==> src/rtl/mqmf_pkg.sv <==
`default_nettype none

package mqmf_pkg;

  // Field widths of one transaction
  localparam int unsigned CmdW     = 1;
  localparam int unsigned QueueNumW = 3;
  localparam int unsigned MsgIdW   = 32;
  localparam int unsigned PayloadW = 64;
  localparam int unsigned StatusW  = 2;
  localparam int unsigned CapW     = 8;

  // Message store word: payload over id
  localparam int unsigned EntryW   = MsgIdW + PayloadW;

  // Input stream tdata: queue_number, msg_id, payload, zero fill to bytes
  localparam int unsigned InDataW  = 104;
  localparam int unsigned OutDataW = MsgIdW + PayloadW;

  // Capacity register after reset
  localparam logic [CapW-1:0] CapacityReset = 8'd100;

  // Commands
  localparam logic CMD_SEND = 1'b0;
  localparam logic CMD_GET  = 1'b1;

  typedef enum logic [StatusW-1:0] {
    ST_DONE  = 2'd0,
    ST_BADQ  = 2'd1,
    ST_FULL  = 2'd2,
    ST_EMPTY = 2'd3
  } status_e;

  // Outcome of one command, from queue control to the datapath
  typedef struct packed {
    status_e status;
    logic    wr_en;
    logic    rd_en;
  } queue_op_t;

endpackage

`default_nettype wire

==> src/rtl/mqmf_queue_ctrl.sv <==
`default_nettype none

module mqmf_queue_ctrl #(
  parameter int unsigned QueueCount = 4,
  parameter int unsigned QueueDepth = 128,
  parameter int unsigned AddrW      = 9
) (
  input  wire logic                           clk_i,
  input  wire logic                           rst_ni,
  input  wire logic                           accept_i,
  input  wire logic                           cmd_i,
  input  wire logic [mqmf_pkg::QueueNumW-1:0] queue_num_i,
  input  wire logic [mqmf_pkg::CapW-1:0]      capacity_i,
  output mqmf_pkg::queue_op_t                 op_o,
  output logic      [AddrW-1:0]               addr_o
);
  import mqmf_pkg::*;

  localparam int unsigned PtrW = (QueueDepth > 1) ? $clog2(QueueDepth) : 1;
  localparam int unsigned CntW = $clog2(QueueDepth + 1);
  localparam int unsigned XW   = (CntW > CapW) ? CntW : CapW;
  localparam int unsigned QW   = (QueueCount > 1) ? $clog2(QueueCount) : 1;
  localparam logic [XW-1:0]   DepthX = XW'(QueueDepth);
  localparam logic [AddrW-1:0] DepthA = AddrW'(QueueDepth);

  logic [PtrW-1:0] rd_ptr_q [QueueCount];
  logic [PtrW-1:0] wr_ptr_q [QueueCount];
  logic [CntW-1:0] fill_q   [QueueCount];

  logic [XW-1:0]   cap_raw;
  logic [CntW-1:0] cap;
  logic            q_ok;
  logic [QW-1:0]   qi;
  logic [PtrW-1:0] ptr_sel;
  logic [PtrW-1:0] ptr_next;
  logic [CntW-1:0] ptr_inc;
  logic [CntW-1:0] fill_sel;
  queue_op_t       op;

  // Effective capacity: zero acts as one, clamp at the queue depth
  assign cap_raw = XW'(capacity_i);
  always_comb begin
    if (cap_raw == '0) begin
      cap = CntW'(1);
    end else if (cap_raw > DepthX) begin
      cap = CntW'(QueueDepth);
    end else begin
      cap = CntW'(cap_raw);
    end
  end

  assign q_ok = ({1'b0, queue_num_i} < (QueueNumW + 1)'(QueueCount));
  assign qi   = QW'(queue_num_i);

  assign fill_sel = fill_q[qi];
  assign ptr_sel  = (cmd_i == CMD_GET) ? rd_ptr_q[qi] : wr_ptr_q[qi];

  // Pointer advance with wrap at capacity
  assign ptr_inc  = CntW'(ptr_sel) + CntW'(1);
  assign ptr_next = (ptr_inc >= cap) ? '0 : PtrW'(ptr_inc);

  // Decide the outcome of the command
  always_comb begin
    op.status = ST_DONE;
    op.wr_en  = 1'b0;
    op.rd_en  = 1'b0;
    if (!q_ok) begin
      op.status = ST_BADQ;
    end else if (cmd_i == CMD_SEND) begin
      if (fill_sel >= cap) begin
        op.status = ST_FULL;
      end else begin
        op.wr_en = 1'b1;
      end
    end else begin
      if (fill_sel == '0) begin
        op.status = ST_EMPTY;
      end else begin
        op.rd_en = 1'b1;
      end
    end
  end

  assign addr_o = AddrW'(qi) * DepthA + AddrW'(ptr_sel);
  assign op_o   = op;

  // Per-queue pointers and fill counts
  always_ff @(posedge clk_i or negedge rst_ni) begin
    if (!rst_ni) begin
      for (int i = 0; i < QueueCount; i++) begin
        rd_ptr_q[i] <= '0;
        wr_ptr_q[i] <= '0;
        fill_q[i]   <= '0;
      end
    end else if (accept_i) begin
      if (op.wr_en) begin
        wr_ptr_q[qi] <= ptr_next;
        fill_q[qi]   <= fill_sel + CntW'(1);
      end else if (op.rd_en) begin
        rd_ptr_q[qi] <= ptr_next;
        fill_q[qi]   <= fill_sel - CntW'(1);
      end
    end
  end

endmodule

`default_nettype wire

==> config.mk <==
export PLATFORM = sky130hd
export DESIGN_NAME = mqmf_queue_ctrl
export DESIGN_NICKNAME = d
export VERILOG_FILES = /design/src/rtl/mqmf_pkg.sv /design/src/rtl/mqmf_queue_ctrl.sv
export SDC_FILE = /design/constraint.sdc
export NUM_CORES = 1
export LEC_CHECK = 0
export ABC_AREA = 1
export BUFFER_PORTS_ARGS = -buffer_cell sky130_fd_sc_hd__buf_2
export CAP_MARGIN = 25
export CORE_AREA = 2 2 102 104
export CTS_CLUSTER_DIAMETER = 120
export DETAILED_ROUTE_END_ITERATION = 16
export DIE_AREA = 0 0 104 106
export PLACE_DENSITY_LB_ADDON = 0.12
export SETUP_SLACK_MARGIN = 0.05
export SYNTH_ARGS = -nofsm -noshare
export SYNTH_HDL_FRONTEND = slang
export SYNTH_SLANG_ARGS = --single-unit
export TNS_END_PERCENT = 5
==> constraint.sdc <==
create_clock -name clk_i -period 2.7 [get_ports clk_i]
set_input_delay 0.27 -clock clk_i [delete_from_list [all_inputs] [get_ports clk_i]]
set_output_delay 0.27 -clock clk_i [all_outputs]
set_load 0.05 [all_outputs]
== Word-level counts from Yosys, hierarchy flattened ==
Index checks and enable logic that the tools add are counted.

* Bits in registers: 88
* Input port bits: 15
* Output and inout port bits: 13
* Word-level logic and storage cells: 63

* Add/subtract/negate cells: 4
* Order comparisons: 6
* Mux-type cells: 32
* Bitwise logic cells: 2
* Reductions and logical operators: 7

{| class="wikitable"
|+ Operator list
! cell !! count
|-
| 32-bit bitwise mux || 2
|-
| 32-bit 2-to-1 mux || 2
|-
| 28-bit bitwise mux || 2
|-
| 7-bit 2-to-1 mux || 7
|-
| 8-bit 2-to-1 mux || 5
|-
| 7-bit binary-select mux with 2-bit select || 2
|-
| 8-bit binary-select mux with 2-bit select || 1
|-
| 8-bit demux with 2-bit select || 1
|-
| 8-bit greater-or-equal comparator || 2
|-
| 8-bit zero test || 2
|-
| 7-bit demux with 2-bit select || 1
|-
| 2-bit 2-to-1 mux || 5
|-
| 9-bit by 7-bit adder with 9-bit output || 1
|-
| 7-bit by 1-bit adder with 8-bit output, second input constant || 1
|-
| 8-bit by 1-bit adder with 8-bit output, second input constant || 1
|-
| 8-bit > comparator, second input constant || 1
|-
| 8-bit by 1-bit subtractor with 8-bit output, second input constant || 1
|-
| 1-bit 2-to-1 mux || 4
|-
| 2-bit AND reduction || 2
|-
| 3-bit greater-or-equal comparator, second input constant || 1
|-
| 3-bit by 1-bit < comparator with 1-bit output, second input constant || 1
|-
| 3-bit < comparator, second input constant || 1
|-
| 2-bit NOT with 3-bit output || 1
|-
| 3-bit AND reduction || 1
|-
| other kinds (3) || 3
|}

== Depth between registers and ports, before layout ==
* Depth after elaboration: 10
* Gate-level depth with buffers: 25
* Mapped depth without buffers: 23

== Least setup slack after synthesis ==
OpenSTA, ideal clock, no wires.

* Path type: input -> register
* From: input port queue_num_i[0] in the netlist's numbering
* To: register rd_ptr_q[19] in the netlist's numbering
* Setup time: 0.085 ns
* Arrival: 3.499 ns
* Path slack: -0.883 ns
* Cell stages on the path: 22
* Buffers on the path: 3
* Cells stage by stage: inv_1 buf_4 buf_4 nand2_1 nor2_1 nor2_1 nand2_1 nand2_1 nand2_1 ha_1 nand3_1 nand2_1 nand2_1 ha_1 nand2_1 nor2_1 a211oi_1 nand3_1 inv_1 clkbuf_1 nand3_1 o21ai_0

* Longest elaborated chain between the ends: 10

{| class="wikitable"
|+ RTL lines
! what !! RTL line !! text
|-
| start: declaration || mqmf_queue_ctrl.sv:12 || <nowiki>input wire logic [mqmf_pkg::QueueNumW-1:0] queue_num_i,</nowiki>
|-
| branches (longest 10 deep; another with 7-bit by 1-bit adder with 8-bit output) || - ||
|-
| end signal: indexed assignment || mqmf_queue_ctrl.sv:100 || <nowiki>rd_ptr_q[qi] <= ptr_next;</nowiki>
|-
| end: declaration || mqmf_queue_ctrl.sv:26 || <nowiki>logic [PtrW-1:0] rd_ptr_q [QueueCount];</nowiki>
|}

Several ways; the timed one is not identified. The select of a mux whose other input is x is not followed.
A chain may end at the register's enable or synchronous reset.

== Final worst setup path ==
* From: register wr_ptr_q[1] in the netlist's numbering
* To: register rd_ptr_q[5] in the netlist's numbering

* Longest elaborated chain between the ends: 8

{| class="wikitable"
|+ RTL lines
! what !! RTL line !! text
|-
| start: declaration || mqmf_queue_ctrl.sv:27 || <nowiki>logic [PtrW-1:0] wr_ptr_q [QueueCount];</nowiki>
|-
| start signal: indexed assignment || mqmf_queue_ctrl.sv:97 || <nowiki>wr_ptr_q[qi] <= ptr_next;</nowiki>
|-
| 7-bit binary-select mux with 2-bit select (*) || mqmf_queue_ctrl.sv:56 || <nowiki>assign ptr_sel = (cmd_i == CMD_GET) ? rd_ptr_q[qi] : wr_ptr_q[qi];</nowiki>
|-
| 7-bit 2-to-1 mux (not written as such) (*) (2 in series) || mqmf_queue_ctrl.sv:56 ||
|-
| 7-bit 2-to-1 mux (*) || mqmf_queue_ctrl.sv:56 ||
|-
| 7-bit by 1-bit adder with 8-bit output (*) || mqmf_queue_ctrl.sv:59 || <nowiki>assign ptr_inc = CntW'(ptr_sel) + CntW'(1);</nowiki>
|-
| 8-bit greater-or-equal comparator || mqmf_queue_ctrl.sv:60 || <nowiki>assign ptr_next = (ptr_inc >= cap) ? '0 : PtrW'(ptr_inc);</nowiki>
|-
| 7-bit 2-to-1 mux (*) || mqmf_queue_ctrl.sv:60 ||
|-
| 28-bit bitwise mux (*) || mqmf_queue_ctrl.sv:100 ||
|}

Mark *: on every way between the ends. The rest lies on a longest branch, timed or not. The select of a mux whose other input is x is not followed.

==> run summary <==
status = finished, violations left
failing checks = negative setup slack
NetSw = 2.79 mW
Routed Antenna Nets = 0
DR iter-0 viols = 498
Synth Register Bits = 88
switching share of power = 43.5%
number of diodes = 0
share of power burned in the clock network = 15.1%
PortBufs = 27
Finished Layout Cells = 1024
multi-input logic area = 3010 um2
f_max = 365 MHz
Synthesized Nets = 783
Area Overhead vs Synth = 32.7%
drt first pass iters = 5
routed len/inst = 15.7 um
layout cells sized above 1 = 28.3%
gpl congestion = 0.919
post-synthesis mux area share = 0%
DRC viols = 0
commonest cells after routing, fill and taps aside = 308 x nand2_1, 109 x buf_4, 88 x dfrtp_1, 51 x nor2_1, 51 x nand3_1
Avg Cell Area, Syn = 6.94 um2
placement row count = 37
skew final = 0.00921 ns
post-synthesis compound-gate area fraction = 7.84%
Rel. slew slack = 53.9%
Arr. time, crit path = 3.03 ns
Power Density = 927 nW/um2
Simple-Gate Fraction of Synth Area = 38.1%
final worst-path setup slack = -0.0380 ns
antenna violations before repair = 0
Worst EP required = 2.99 ns
crit start category = flop
final WL = 16.1 mm
Die Width = 104 um
Final HPWL DP = 11.8 mm
fin crit period = 2.74 ns
vias in the first global route = 5186
Synth cell types = 30
Hold Fails Final Rpt = 0
fillers = 855
placed cell count = 1001
Comb power frac = 50.4%
Ys Warns = 0
Max-Cap Viols = 0
worst-margin pin slew = 0.692 ns
worst skew pair latency = 0.37 ns
cell-internal power = 3.61 mW
Die H = 106 um
Initial Util = 52.0%
post-synthesis sequential area ratio = 42.3%
die area = 11000 um2
area of the mapped netlist = 5200 um2
Critical Path End Type = flop
CTS Buffer Depth = 2
critical path fanouts, max = 8
setup slack, reg-to-reg = -0.04 ns
xor-xnor portion of the synthesized cell area = 0.505%
Setup Crit Path Kind = reg -> reg
Final nets = 917
Num CTS Buffers = 9
All-Layer GR Usage = 29.8%
Hold Crit Class = in -> reg
Seq. cell area = 2200 um2
largest family of logic cells by synthesized area = simple AND/OR/NAND/NOR gates
Vias = 5480
worst vdd ir = 0.000556 V
first-pass GRT wire length = 25.9 mm
Clk pin slew, worst setup/hold paths = 0.09 ns
CTS tree = yes
pin count of the biggest net entering global routing = 54
RSZ-0062 raised after global routing = true
core area = 10000 um2
Setup TNS = -0.290 ns
Tcrit/Tclk final = 101%
Overflow after GRT = 0
synthesized instance count = 749
Via density = 5.35
CTS root buf = clkbuf_8
H-tree depth = 3
Flop pwr share = 34.5%
Synth Area in Adders = 4.57%
max-slew violations = 0
Pwr Total = 6.40 mW
Clock Sinks = 88
commonest non-fill, non-tap cell in the layout = nand2_1
setup violators final = 15
leakage power total = 3.66 nW
IO Count = 28
==> through the flow <==
step | hold WS (ns) | cell area, um2 | setup slack [ns] | util (%)
floorplan | -0.0256 | 5360 | -0.189 | -
global placement | 0.345 | 6310 | -0.526 | 63.1
detailed placement | 0.347 | 6310 | -0.669 | 63.1
CTS | 0.429 | 6700 | -0.0380 | 67.0
global route | 0.460 | 6900 | -0.250 | 69.0
finish | 0.435 | 6900 | -0.0380 | 69.0
==> repair_timing <==
item	CTS	global route
pin swaps	17	11
hold buffers	1	0
setup endpoints to repair	92	92
hold endpoints to repair	50	0
resized for setup	51	60
buffers inserted	2	4
==> metal layers <==
layer / wire length, um / GRT usage (%) / up-vias / share of wire (%)
li1: - / - / 2641 / -
met3: 1290 / 5.03 / 33 / 8.0
met1: 7330 / 43.3 / 2570 / 45
met2: 7120 / 45.4 / 236 / 44
met5: 0 / 0 / - / 0
met4: 379 / 10.4 / 0 / 2.4
==> registers in the layout, indices dropped and copies added (netlist names), named ones only <==
signal	cells
fill_q	28
rd_ptr_q	28
wr_ptr_q	28
==> logic make-up after synthesis <==
family | after synthesis
buffers and inverters | 81
AO/OA/AOI/OAI | 76
flip-flops | 88
AND/OR/NAND/NOR | 482
XOR/XNOR | 3
adder cells (fa/ha/maj) | 19
==> final timing paths <==
kind | start | endpoint | depth (start not counted)
min in group asynchronous | rst_ni | fill_q[5] | 2
min reg2reg | flop | flop | 2
min | queue_num_i[2] | rd_ptr_q[11] | 5
max reg2reg | wr_ptr_q[1] | rd_ptr_q[5] | 20
max | wr_ptr_q[1] | rd_ptr_q[5] | 20
max in group asynchronous | rst_ni | fill_q[25] | 3
==> critical path: stages (launching register included) <==
cell and delay [ns]:
dfrtp_1 0.38, inv_2 0.06, nor2_1 0.04, nor2_1 0.11
nand3_1 0.12, nand2_2 0.15, clkinvlp_4 0.13, ha_4 0.21
xor2_4 0.18, inv_2 0.07, ha_4 0.21, nand2_1 0.06
inv_2 0.04, o21ai_1 0.06, nand2_1 0.06, nand2_1 0.07
nand3_2 0.11, inv_2 0.12, buf_6 0.13, nand3_4 0.15
o21ai_2 0.17
==> Yosys cell counts, drive strengths merged <==
library cell | count | area, um2
nand2 | 334 | 1270
dfrtp | 88 | 2200
nor2 | 70 | 280
inv | 64 | 240
nand3 | 63 | 320
o21ai | 54 | 270
ha | 19 | 238
a21oi | 17 | 100
buf | 13 | 88.8
nand4 | 12 | 96.3
xor2 | 3 | 26.3
a22oi | 2 | 15.0
clkbuf | 2 | 7.51
clkinv | 2 | 7.51
a211oi | 1 | 7.51
nor3 | 1 | 5.00
nor4 | 1 | 6.26
o21a | 1 | 7.51
o21bai | 1 | 7.51
or2 | 1 | 6.26
==> area by class of cell <==
cell class / instances / share of cell area (%)
Multi-Input combinational cell: 580 / 43.7
Sequential cell: 88 / 31.9
Timing Repair Buffer: 138 / 15.1
Inverter: 66 / 3.91
Tap cell: 136 / 2.46
Clock buffer: 12 / 2.25
Clock inverter: 4 / 0.761
==> power groups by stage <==
stage | Sequential (mW) | Clock, mW | Combinational (mW)
2_1_floorplan | 2.12 | 0 | 1.84
6_report | 2.21 | 0.968 | 3.23
5_1_grt | 2.27 | 1.02 | 3.58
3_5_place_dp | 2.21 | 0 | 2.81
3_3_place_gp | 2.20 | 0 | 2.72
4_1_cts | 2.19 | 0.976 | 2.97
(Power assumes the default switching activity.)
